File: src/rtl/ordered_list_engine_top_assert.svh
// Assertion macros shared by the ordered list engine RTL.
`ifndef ORDERED_LIST_ENGINE_TOP_ASSERT_SVH
`define ORDERED_LIST_ENGINE_TOP_ASSERT_SVH

// Same-cycle implication, disabled while reset is high.
`define OLL_ASSERT_NOW(label, clk, rst, ante, cons) \
  label: assert property (@(posedge clk) disable iff (rst) (ante) |-> (cons)) \
    else $error("ordered list engine assertion failed");

// Next-cycle implication, disabled while reset is high.
`define OLL_ASSERT_NEXT(label, clk, rst, ante, cons) \
  label: assert property (@(posedge clk) disable iff (rst) (ante) |=> (cons)) \
    else $error("ordered list engine assertion failed");

`endif

File: src/rtl/oll_pkg.sv
// Shared types and constants of the ordered list engine.
package oll_pkg;

  localparam int OP_W             = 3;
  localparam int VALUE_W          = 32;
  localparam int INDEX_W          = 8;
  localparam int DATA_W           = 31;
  localparam int DEFAULT_CAPACITY = 64;
  localparam int DEFAULT_CNT_W    = $clog2(DEFAULT_CAPACITY + 1);

  typedef enum logic [OP_W-1:0] {
    OP_PUSH   = 3'd0,
    OP_POP    = 3'd1,
    OP_INSERT = 3'd2,
    OP_ERASE  = 3'd3,
    OP_READ   = 3'd4,
    OP_CLEAR  = 3'd5
  } op_t;

  typedef enum logic [1:0] {
    ST_IDLE,
    ST_READ_WAIT,
    ST_SCAN,
    ST_DONE
  } state_t;

endpackage

File: src/rtl/oll_if.sv
// Request and response channel interfaces of the ordered list engine.
interface oll_cmd_if;
  import oll_pkg::*;

  logic                     valid;
  logic                     ready;
  logic [OP_W-1:0]          operation;
  logic signed [VALUE_W-1:0] value;
  logic [INDEX_W-1:0]       index;

  modport source (output valid, output operation, output value, output index, input ready);
  modport sink   (input valid, input operation, input value, input index, output ready);
endinterface

interface oll_rsp_if #(
  parameter int CNT_W = oll_pkg::DEFAULT_CNT_W
);
  import oll_pkg::*;

  logic              valid;
  logic              ready;
  logic              ok;
  logic [DATA_W-1:0] data;
  logic [CNT_W-1:0]  count;

  modport source (output valid, output ok, output data, output count, input ready);
  modport sink   (input valid, input ok, input data, input count, output ready);
endinterface

File: src/rtl/oll_ram.sv
// Generic simple dual-port RAM with one write port and one registered read port.
module oll_ram #(
  parameter int WIDTH = 8,
  parameter int DEPTH = 16,
  parameter int AW    = (DEPTH > 1) ? $clog2(DEPTH) : 1
) (
  input  logic             clk,
  input  logic             we,
  input  logic [AW-1:0]    waddr,
  input  logic [WIDTH-1:0] wdata,
  input  logic             re,
  input  logic [AW-1:0]    raddr,
  output logic [WIDTH-1:0] rdata
);

  logic [WIDTH-1:0] mem [DEPTH];

  always_ff @(posedge clk) begin
    if (we) begin
      mem[waddr] <= wdata;
    end
    if (re) begin
      rdata <= mem[raddr];
    end
  end

endmodule

File: src/rtl/oll_ctrl.sv
// Sequencer of the ordered list engine: walks the entry memory and holds the result.
`include "ordered_list_engine_top_assert.svh"

module oll_ctrl #(
  parameter int CAPACITY = oll_pkg::DEFAULT_CAPACITY,
  parameter int CNT_W    = $clog2(CAPACITY + 1),
  parameter int ADDR_W   = (CAPACITY > 1) ? $clog2(CAPACITY) : 1
) (
  input  logic                      clk,
  input  logic                      rst,
  oll_cmd_if.sink                   cmd,
  oll_rsp_if.source                 rsp,
  output logic                      ram_we,
  output logic [ADDR_W-1:0]         ram_waddr,
  output logic [oll_pkg::DATA_W-1:0] ram_wdata,
  output logic                      ram_re,
  output logic [ADDR_W-1:0]         ram_raddr,
  input  logic [oll_pkg::DATA_W-1:0] ram_rdata
);
  import oll_pkg::*;

  localparam int CMP_W = (CNT_W > INDEX_W) ? CNT_W : INDEX_W;

  state_t            state, state_next;
  op_t               op_reg, op_next;
  logic [DATA_W-1:0] val_reg, val_next;
  logic [CNT_W-1:0]  count, count_next;
  logic [CNT_W-1:0]  i, i_next;
  logic [CNT_W-1:0]  w, w_next;
  logic [DATA_W-1:0] carry, carry_next;
  logic              placing, placing_next;
  logic              found, found_next;
  logic              res_ok, res_ok_next;
  logic [DATA_W-1:0] res_data, res_data_next;
  logic [CNT_W-1:0]  res_count, res_count_next;
  logic              out_valid, out_valid_next;
  logic              out_ok, out_ok_next;
  logic [DATA_W-1:0] out_data, out_data_next;
  logic [CNT_W-1:0]  out_count, out_count_next;

  logic              neg;
  logic [DATA_W-1:0] val_in;
  logic [CMP_W-1:0]  idx_cmp, cnt_cmp;
  logic              full;
  logic              in_range;
  logic              skip;
  logic [CNT_W-1:0]  i_plus;
  logic [CNT_W-1:0]  wr_pos;

  assign neg      = cmd.value[VALUE_W-1];
  assign val_in   = cmd.value[DATA_W-1:0];
  assign idx_cmp  = CMP_W'(cmd.index);
  assign cnt_cmp  = CMP_W'(count);
  assign full     = (count == CNT_W'(CAPACITY));
  assign in_range = (i < count);
  assign i_plus   = i + 1'b1;
  assign skip     = (op_reg == OP_POP) ? (i == '0) : (ram_rdata == val_reg);

  // No request is taken while reset is held.
  assign cmd.ready = (state == ST_IDLE) && !rst;
  assign rsp.valid = out_valid;
  assign rsp.ok    = out_ok;
  assign rsp.data  = out_data;
  assign rsp.count = out_count;

  assign ram_waddr = wr_pos[ADDR_W-1:0];

  always_ff @(posedge clk) begin
    if (rst) begin
      state     <= ST_IDLE;
      count     <= '0;
      out_valid <= 1'b0;
    end else begin
      state     <= state_next;
      count     <= count_next;
      out_valid <= out_valid_next;
    end
    op_reg    <= op_next;
    val_reg   <= val_next;
    i         <= i_next;
    w         <= w_next;
    carry     <= carry_next;
    placing   <= placing_next;
    found     <= found_next;
    res_ok    <= res_ok_next;
    res_data  <= res_data_next;
    res_count <= res_count_next;
    out_ok    <= out_ok_next;
    out_data  <= out_data_next;
    out_count <= out_count_next;
  end

  always_comb begin
    state_next     = state;
    op_next        = op_reg;
    val_next       = val_reg;
    count_next     = count;
    i_next         = i;
    w_next         = w;
    carry_next     = carry;
    placing_next   = placing;
    found_next     = found;
    res_ok_next    = res_ok;
    res_data_next  = res_data;
    res_count_next = res_count;
    out_valid_next = out_valid && !rsp.ready;
    out_ok_next    = out_ok;
    out_data_next  = out_data;
    out_count_next = out_count;
    ram_we         = 1'b0;
    wr_pos         = i;
    ram_wdata      = carry;
    ram_re         = 1'b0;
    ram_raddr      = '0;

    case (state)
      ST_IDLE: begin
        if (cmd.valid) begin
          op_next        = op_t'(cmd.operation);
          val_next       = val_in;
          i_next         = '0;
          w_next         = '0;
          carry_next     = val_in;
          placing_next   = 1'b0;
          found_next     = 1'b0;
          res_ok_next    = 1'b0;
          res_data_next  = '0;
          res_count_next = count;
          state_next     = ST_DONE;
          case (op_t'(cmd.operation))
            OP_PUSH: begin
              if (!neg && !full) begin
                ram_we         = 1'b1;
                wr_pos         = count;
                ram_wdata      = val_in;
                count_next     = count + 1'b1;
                res_ok_next    = 1'b1;
                res_count_next = count + 1'b1;
              end
            end
            OP_POP: begin
              if (count != '0) begin
                ram_re     = 1'b1;
                state_next = ST_SCAN;
              end
            end
            OP_INSERT: begin
              if (!neg && !full) begin
                ram_re     = 1'b1;
                state_next = ST_SCAN;
              end
            end
            OP_ERASE: begin
              if (!neg) begin
                ram_re     = 1'b1;
                state_next = ST_SCAN;
              end
            end
            OP_READ: begin
              if (idx_cmp < cnt_cmp) begin
                ram_re     = 1'b1;
                ram_raddr  = idx_cmp[ADDR_W-1:0];
                state_next = ST_READ_WAIT;
              end
            end
            OP_CLEAR: begin
              count_next     = '0;
              res_ok_next    = 1'b1;
              res_count_next = '0;
            end
            default: begin
            end
          endcase
        end
      end

      ST_READ_WAIT: begin
        res_ok_next   = 1'b1;
        res_data_next = ram_rdata;
        state_next    = ST_DONE;
      end

      ST_SCAN: begin
        // Data of entry i is on the read port; fetch entry i+1 meanwhile.
        i_next    = i_plus;
        ram_re    = (i_plus < count);
        ram_raddr = i_plus[ADDR_W-1:0];
        if (op_reg == OP_INSERT) begin
          // Once the slot is found, every later entry moves down by one.
          if (!in_range || placing || (ram_rdata <= val_reg)) begin
            ram_we       = 1'b1;
            wr_pos       = i;
            ram_wdata    = carry;
            carry_next   = ram_rdata;
            placing_next = 1'b1;
          end
          if (!in_range) begin
            count_next     = count + 1'b1;
            res_ok_next    = 1'b1;
            res_count_next = count + 1'b1;
            state_next     = ST_DONE;
          end
        end else begin
          // Pop and erase compact the list, dropping the skipped entries.
          if (in_range) begin
            if (skip) begin
              found_next = 1'b1;
              if (op_reg == OP_POP) begin
                res_data_next = ram_rdata;
              end
            end else begin
              ram_we    = 1'b1;
              wr_pos    = w;
              ram_wdata = ram_rdata;
              w_next    = w + 1'b1;
            end
          end else begin
            count_next     = w;
            res_count_next = w;
            res_ok_next    = found;
            state_next     = ST_DONE;
          end
        end
      end

      ST_DONE: begin
        if (!out_valid || rsp.ready) begin
          out_valid_next = 1'b1;
          out_ok_next    = res_ok;
          out_data_next  = res_data;
          out_count_next = res_count;
          state_next     = ST_IDLE;
        end
      end

      default: begin
        state_next = ST_IDLE;
      end
    endcase
  end

  `OLL_ASSERT_NOW(a_count_bound, clk, rst, 1'b1, count <= CNT_W'(CAPACITY))
  `OLL_ASSERT_NOW(a_write_in_store, clk, rst, ram_we, wr_pos < CNT_W'(CAPACITY))
  `OLL_ASSERT_NOW(a_compact_behind, clk, rst, (state == ST_SCAN) && (op_reg != OP_INSERT), w <= i)
  `OLL_ASSERT_NEXT(a_count_hold_done, clk, rst, state == ST_DONE, $stable(count))

endmodule

File: src/rtl/ordered_list_engine_top.sv
// Top level of the ordered list engine: sequencer plus entry memory.
//
//   Channel | Dir  | Payload                        | Moves
//   cmd     | sink | operation, value, index        | one request per operation
//   rsp     | src  | ok, data, count                | one response per request
//
// Push, clear and every rejected request go straight from the idle state to
// the done state; a read in range passes through the read-wait state first.
// Pop, insert and erase walk the list once through the single read port of
// the entry memory, one entry per cycle. Reset is synchronous and clears
// only the entry count, the control state and the response valid flag; the
// entry memory is never cleared, since only entries below the count are ever
// used, so no clearing pass follows reset. The response sits in an output
// register: a new request is accepted while it waits, and the engine stalls
// before delivering the next response until it is taken.
module ordered_list_engine_top #(
  parameter int CAPACITY = oll_pkg::DEFAULT_CAPACITY,
  parameter int CNT_W    = $clog2(CAPACITY + 1)
) (
  input  logic      clk,
  input  logic      rst,
  oll_cmd_if.sink   cmd,
  oll_rsp_if.source rsp
);
  import oll_pkg::*;

  // Address width of the entry memory; one entry per list position.
  localparam int ADDR_W = (CAPACITY > 1) ? $clog2(CAPACITY) : 1;

  logic              ram_we;
  logic [ADDR_W-1:0] ram_waddr;
  logic [DATA_W-1:0] ram_wdata;
  logic              ram_re;
  logic [ADDR_W-1:0] ram_raddr;
  logic [DATA_W-1:0] ram_rdata;

  // The sequencer owns the count, the scan pointers and the response register.
  oll_ctrl #(
    .CAPACITY (CAPACITY),
    .CNT_W    (CNT_W),
    .ADDR_W   (ADDR_W)
  ) u_ctrl (
    .clk       (clk),
    .rst       (rst),
    .cmd       (cmd),
    .rsp       (rsp),
    .ram_we    (ram_we),
    .ram_waddr (ram_waddr),
    .ram_wdata (ram_wdata),
    .ram_re    (ram_re),
    .ram_raddr (ram_raddr),
    .ram_rdata (ram_rdata)
  );

  // Entry memory: list position i lives at address i, head at address zero.
  // During a scan the write trails the read, so they never hit one address.
  oll_ram #(
    .WIDTH (DATA_W),
    .DEPTH (CAPACITY),
    .AW    (ADDR_W)
  ) u_entries (
    .clk   (clk),
    .we    (ram_we),
    .waddr (ram_waddr),
    .wdata (ram_wdata),
    .re    (ram_re),
    .raddr (ram_raddr),
    .rdata (ram_rdata)
  );

endmodule
File: src/flat_wrapper.sv
// flat-port wrapper written by rule: the top's interface ports become plain ports
module ordered_list_engine_top_flat import oll_pkg::*;
#(
  parameter int CAPACITY = oll_pkg::DEFAULT_CAPACITY,
  parameter int CNT_W    = $clog2(CAPACITY + 1)
)
  (clk, rst, cmd_valid, cmd_operation, cmd_value, cmd_index, cmd_ready, rsp_valid, rsp_ok, rsp_data, rsp_count, rsp_ready);
  oll_cmd_if cmd_i ();
  oll_rsp_if #(.CNT_W(CNT_W)) rsp_i ();
  input  logic clk;
  input  logic rst;
  input wire logic [$bits(cmd_i.valid)-1:0] cmd_valid;
  input wire logic [$bits(cmd_i.operation)-1:0] cmd_operation;
  input wire logic [$bits(cmd_i.value)-1:0] cmd_value;
  input wire logic [$bits(cmd_i.index)-1:0] cmd_index;
  output wire logic [$bits(cmd_i.ready)-1:0] cmd_ready;
  output wire logic [$bits(rsp_i.valid)-1:0] rsp_valid;
  output wire logic [$bits(rsp_i.ok)-1:0] rsp_ok;
  output wire logic [$bits(rsp_i.data)-1:0] rsp_data;
  output wire logic [$bits(rsp_i.count)-1:0] rsp_count;
  input wire logic [$bits(rsp_i.ready)-1:0] rsp_ready;
  assign cmd_i.valid = cmd_valid;
  assign cmd_i.operation = cmd_operation;
  assign cmd_i.value = cmd_value;
  assign cmd_i.index = cmd_index;
  assign cmd_ready = cmd_i.ready;
  assign rsp_valid = rsp_i.valid;
  assign rsp_ok = rsp_i.ok;
  assign rsp_data = rsp_i.data;
  assign rsp_count = rsp_i.count;
  assign rsp_i.ready = rsp_ready;
  ordered_list_engine_top #(.CAPACITY(CAPACITY), .CNT_W(CNT_W)) u_core (.clk(clk), .rst(rst), .cmd(cmd_i), .rsp(rsp_i));
endmodule
File: config.mk
export PLATFORM = sky130hd
export DESIGN_NAME = ordered_list_engine_top_flat
export DESIGN_NICKNAME = d
export VERILOG_FILES = /design/src/rtl/oll_pkg.sv /design/src/rtl/oll_if.sv /design/src/rtl/oll_ram.sv /design/src/rtl/oll_ctrl.sv /design/src/rtl/ordered_list_engine_top.sv /design/src/flat_wrapper.sv
export VERILOG_INCLUDE_DIRS = /design/src /design/src/rtl
export SDC_FILE = /design/constraint.sdc
export NUM_CORES = 2
export LEC_CHECK = 0
export BUFFER_PORTS_ARGS = -buffer_cell sky130_fd_sc_hd__buf_2
export CAP_MARGIN = 20
export CORE_UTILIZATION = 31
export CTS_CLUSTER_SIZE = 16
export DETAILED_ROUTE_END_ITERATION = 6
export PLACE_DENSITY = 0.44
export SYNTH_ARGS = -nofsm -noshare
export SYNTH_HDL_FRONTEND = slang
export SYNTH_SLANG_ARGS = --single-unit
File: constraint.sdc
create_clock -name clk -period 7.7 [get_ports clk]
set_input_delay 0.77 -clock clk [delete_from_list [all_inputs] [get_ports clk]]
set_output_delay 0.77 -clock clk [all_outputs]
set_load 0.01 [all_outputs]
# After elaboration in Yosys (flattened, before gate mapping)
# Memories as Yosys holds them, arrays and structs flattened. A register that Yosys moved wholly into a read port is not among the register bits.
# Cells that the tools add are included.
[classes] n_addsub=3 n_lt_le_gt_ge=4 reduce_logical=28 n_eq_ne=22 mux=83
[op_table] op="31-bit 2-to-1 mux" count=14
[op_table] op="31-bit case mux with 2 select lines" count=2
[op_table] op="31-bit case mux with 3 select lines" count=1
[op_table] op="7-bit 2-to-1 mux" count=9
[op_table] op="7-bit case mux with 2 select lines" count=4
[op_table] op="6-bit 2-to-1 mux" count=9
[op_table] op="31-bit equality test" count=1
[op_table] op="31-bit less-or-equal comparator" count=1
[op_table] op="1-bit 2-to-1 mux" count=29
[op_table] op="6-bit case mux with 2 select lines" count=2
[op_table] op="7-bit by 1-bit adder with 7-bit output (second input constant)" count=3
[op_table] op="2-bit inequality test (second input constant)" count=10
[op_table] op="2-bit case mux with 4 select lines" count=2
[op_table] op="7-bit less-than comparator" count=2
[op_table] op="1-bit case mux with 2 select lines" count=5
[op_table] op="5-bit AND reduction" count=2
[op_table] op="3-bit by 2-bit equality test with 1-bit output (second input constant)" count=3
[op_table] op="3-bit AND reduction" count=3
[op_table] op="8-bit by 7-bit less-than comparator with 1-bit output" count=1
[op_table] op="2-bit 2-to-1 mux" count=4
[op_table] op="7-bit equality test (second input constant)" count=1
[op_table] op="7-bit logical NOT" count=1
[op_table] op="7-bit nonzero test" count=1
[op_table] op="3-bit by 1-bit equality test with 1-bit output (second input constant)" count=2
[op_table] op="other kinds (15)" count=28
[word_totals] ram_bits=1984 input_bits=47 wordCells=157 ff_bits=169 mem_count=1 output_inout_bits=41
[mem_list] memory="u_core.u_entries.mem" words=64 word_bits=31 rd=1 rd_clocked_by_memory_dff=1 write_ports=1 line="oll_ram.sv:16" text="logic [WIDTH-1:0] mem [DEPTH];"

# Logic depth before layout (Yosys ltp)
[logic_depth] ltp_word=9 depth_mapped=17 mapped_depth_nobuf=12

# By module
# A second synthesis with hierarchy kept.
[unflattened] hier_cells=4230 area_unflattened_um2=86073.8
[modules_own_cells] mod="oll_ram" cells_per_inst=3423 area_per_inst_um2=76812.4 instances=1 seq_area_each_um2=60508.0
[modules_own_cells] mod="oll_ctrl" cells_per_inst=807 area_per_inst_um2=9261.4 instances=1 seq_area_each_um2=4974.8

# Worst setup path before layout
# OpenSTA, ideal clock, no wires.
[synth_timing] path_type="input-to-reg" from="input cmd_valid" to="memory u_core.u_entries.mem[10][0] in the netlist's numbering, enable pin" path_slack_ns=2.580 setup_ns=0.419 stages=9 n_path_buf=3 required_time_ns=7.281 arrival_ns=4.701 path_cell_list="and2_1 -> and4b_1 -> clkbuf_1 -> o22ai_2 -> a222oi_1 -> or3b_1 -> buf_2 -> buf_6 -> nor2_1"
[synth_via] elab_chain_len=4 word_cells_on_any_way=6 cone_classes="mux (6)"
[synth_rtl] item="start: declaration" line="flat_wrapper.sv:12" text="input wire logic [$bits(cmd_i.valid)-1:0] cmd_valid;"
[synth_rtl] item="1-bit 2-to-1 mux" line="oll_ctrl.sv:118" text="if (cmd.valid) begin"
[synth_rtl] item="1-bit case mux with 2 select lines" line="oll_ctrl.sv:116" text="case (state)"
[synth_rtl] item="1-bit 2-to-1 mux" line="oll_ram.sv:19" text="if (we) begin"
[synth_rtl] item="1-bit 2-to-1 mux (implied by the code)" line="oll_ram.sv:20" text="mem[waddr] <= wdata;"
[synth_rtl] item="end: declaration" line="oll_ram.sv:16"
# Several ways; a longest one is shown, not always the timed one.

# Worst setup path after layout
[layout_timing] from="register u_core.u_ctrl.count[5]" to="register u_core.u_entries.rdata[26], read port of u_core.u_entries.mem, data pin"
[layout_via] elab_chain_len=7 word_cells_on_any_way=16 cone_classes="order compare (2); eq/ne (1); mux (10); reduce/logical (3)"
[layout_rtl] item="start: declaration" line="oll_ctrl.sv:27" text="logic [CNT_W-1:0] count, count_next;"
[layout_rtl] item="start signal: assignment" line="oll_ctrl.sv:75" text="count <= count_next;"
[layout_rtl] item="parallel branches: the longest is 7 deep, another holds 8-bit by 7-bit less-than comparator with 1-bit output"
[layout_rtl] item="end: declaration" line="oll_ram.sv:13" text="output logic [WIDTH-1:0] rdata"
# Parallel ways; which one is timed is not known.
# A chain may end at the register's enable or synchronous reset.

==> results.json <==
{
  "hold_viol_final": 0,
  "cts_hold_buffers": 0,
  "drive_gt1_share_pct": 11.52,
  "cts_sinks": 2184,
  "yosysWarnings": 0,
  "ys.flop_type": "edfxtp_1",
  "p_total_uw": 41710,
  "synth_fa_ha_area_share_pct": 0.8449,
  "grt_overflow_total": 0,
  "htreeDepth": 4,
  "relSlewSlack_pct": 20.70,
  "synthDistinctLibCells": 59,
  "largest_reg_flops": 1984,
  "crit_path_max_fanout": 45,
  "muxShareOfSynthArea_pct": 0.8220,
  "final_common_cell": "edfxtp_1",
  "antenna_found_initial": 22,
  "required_ns": 8.21,
  "synth_area_um2": 87370,
  "switching_share_pct": 38.52,
  "synth_compound_area_share_pct": 7.967,
  "dieArea_um2": 284000,
  "final_cell_mix": "edfxtp_1, nand2_1, nand3_1",
  "p_seq_share_pct": 40.0,
  "rrSetupSlack_ns": 1.35,
  "critPathCapture": "u_core.u_entries.rdata[26]",
  "endpoint_kind": "flip-flop",
  "grt_max_degree": 128,
  "path_class": "flip-flop to flip-flop",
  "via_per_inst": 5.295,
  "die_y_um": 532.9,
  "setup_viol": 0,
  "arrival_ns": 6.86,
  "start_util_pct": 31.22,
  "routed_wl_mm": 290.3,
  "vias": 55720,
  "synth.avg_cell_area_um2": 13.39,
  "post_cts_buffers": 0,
  "synth_async_sr_flop_share_pct": 0,
  "dr.pass1.iters": 6,
  "period_share_pct": 82.43,
  "die_x_um": 532.9,
  "slowest_stage": "nor3_1",
  "drv_cap": 0,
  "ant_nets": 0,
  "ff2ff_path_depth": 11,
  "power.share.combinational_pct": 34.0,
  "holdCritPathClass": "primary input to flip-flop",
  "ios": 88,
  "area_growth_pct": 15.28,
  "fin_skew_ns": 0.03599,
  "synth_top_family_by_area": "simple AND/OR/NAND/NOR gates",
  "globalplace.congestion": 0.8048,
  "setup.worst_path.start": "u_core.u_ctrl.count[5]",
  "ir_worst_vdd_mv": 0.2603,
  "internal_power_uw": 25640,
  "outcome": "finished clean",
  "p_clk_share_pct": 26.0,
  "start_kind": "flip-flop",
  "synthesis.nets": 6630,
  "p_switching_uw": 16070,
  "dpl.hpwl_mm": 165.6,
  "rsz0062_at_grt": "false",
  "fp-row-count": 194,
  "r2r-start": "u_core.u_ctrl.count[5]",
  "fin_nets": 6714,
  "timing.rr.end": "u_core.u_entries.rdata[26]",
  "slew_viol_final": 0,
  "power_leakage_uw": 0.03246,
  "grt_pass1_wl_mm": 411.7,
  "gr-usage-all-layers_pct": 20.10,
  "path_clk_slew_ns": 0.06,
  "regMostFlops": "u_core.u_entries.mem",
  "fin_util_pct": 35.99,
  "wl_per_cell_um": 27.59,
  "synth-seq-cells": 2184,
  "cts_root_buf": "clkbuf_16",
  "synth_edf_count": 2174,
  "drc": 0,
  "numCtsBuffers": 231,
  "worst_pin_slew_ns": 1.180,
  "cts_buffer_depth": 3,
  "core_um2": 279900,
  "final.setup.tns_ns": 0,
  "synthSimpleGateAreaFrac_pct": 13.01,
  "slowest_delay_ns": 1.01,
  "drt_iter0_markers": 6168,
  "dpl_cell_area_um2": 93420,
  "cts_tree": "done",
  "yosys.area_share.xor_xnor_pct": 0.1103,
  "postCtsResizedCells": 0,
  "timing.hold.ws_ns": 0.1126,
  "synth_cells": 6524,
  "fin_area_um2": 100700,
  "crit_chain": "inv_1, ha_1, a21o_1, a2111oi_2, o21a_1, a21o_4, buf_4, o2111ai_1, nand4_1, nand2_1, nor3_1",
  "synth.yosys.seq_area_share_pct": 74.95,
  "clk_latency_ns": 0.87,
  "powerDensity_nw_per_um2": 414.1,
  "port_buffers": 87,
  "min_period_ns": 6.347,
  "grt_pass1_vias": 54127,
  "clock.fmax_ghz": 0.1575
}
==> per-stage QoR <==
stage,setup slack (ns),std cells
floorplan,2.580,6524
global placement,0.8827,10093
detailed placement,1.098,10098
CTS,1.349,10514
global route,1.232,10516
finish,1.353,10523
==> layer usage <==
layer | up-vias | wire, um | GRT usage, % | share of wire (%)
met1 | 28872 | 134600 | 29.34 | 46
met3 | 347 | 17190 | 2.602 | 5.9
met5 | - | 13 | 0 | 0.0045
li1 | 24605 | - | - | -
met4 | 2 | 7393 | 5.348 | 2.5
met2 | 1894 | 131100 | 31.32 | 45
==> synthesized netlist by cell type, drive strengths merged, types with 17 or more instances <==
library cell	count	share of area [%]
edfxtp	2174	75
nand2	1775	7.6
nand3	441	2.5
a21oi	406	2.3
clkbuf	351	1.5
nor2	139	0.60
a32oi	125	1.3
a31oi	100	0.72
and3	98	0.70
o2111ai	94	0.94
buf	90	0.44
inv	80	0.34
nand4	67	0.48
a211oi	66	0.57
mux2	62	0.80
ha	59	0.84
and2	41	0.29
nor3	37	0.22
a222oi	36	0.41
a22oi	35	0.30
o22ai	33	0.24
a221oi	31	0.31
and4	31	0.31
a22o	30	0.30
a21o	21	0.18
o21ai	17	0.10
==> cell type report <==
| class | count | area, um2 |
|---|---|---|
| diodes | 8 | 20.02 |
| clock buffers | 284 | 6062 |
| well taps | 3724 | 4659 |
| inverters | 81 | 307.8 |
| fillers | 26944 | 179100 |
| repair buffers | 292 | 2457 |
| flip-flops and latches | 2184 | 65480 |
| clock inverters | 132 | 1200 |
| multi-input cells | 3818 | 20530 |
==> power groups by stage <==
stage	logic [uW]	clock network [uW]	registers, uW
floorplan	7120	0	16900
global placement	14200	0	16900
detailed placement	14300	0	16900
CTS	14300	11100	16700
global route	15100	11500	16700
finish	14200	10800	16700
==> worst min path at each step <==
| stage | start | slack, ns | endpoint | cells past startpoint |
|---|---|---|---|---|
| global route | cmd_value[14] | 0.07 | u_core.u_ctrl.val_reg[14] | 1 |
| finish | cmd_value[3] | 0.11 | u_core.u_ctrl.val_reg[3] | 1 |
| global placement | u_core.u_ctrl.res_data[5] | 0.40 | u_core.u_ctrl.rsp.data[5] | 0 |
| floorplan | u_core.u_ctrl.res_count[0] | 0.40 | u_core.u_ctrl.rsp.count[0] | 0 |
| detailed placement | u_core.u_ctrl.res_data[19] | 0.40 | u_core.u_ctrl.rsp.data[19] | 0 |
| CTS | cmd_value[14] | 0.04 | u_core.u_ctrl.val_reg[14] | 1 |
==> cells by family after synthesis <==
kind of cell	count (synthesis)
compound gates	1024
buf+inv	522
simple gates	2660
mux	64
flops	2184
fa+ha+maj	59
xor+xnor	11
==> worst max-delay path: cells and delay by family (launching register included) <==
kind / cells / cell delay (ns)
compound gates: 5 / 2.45
fa+ha+maj: 1 / 0.36
buf+inv: 2 / 0.94
flops: 1 / 0.45
simple gates: 3 / 1.66
(Power assumes the default switching activity.)
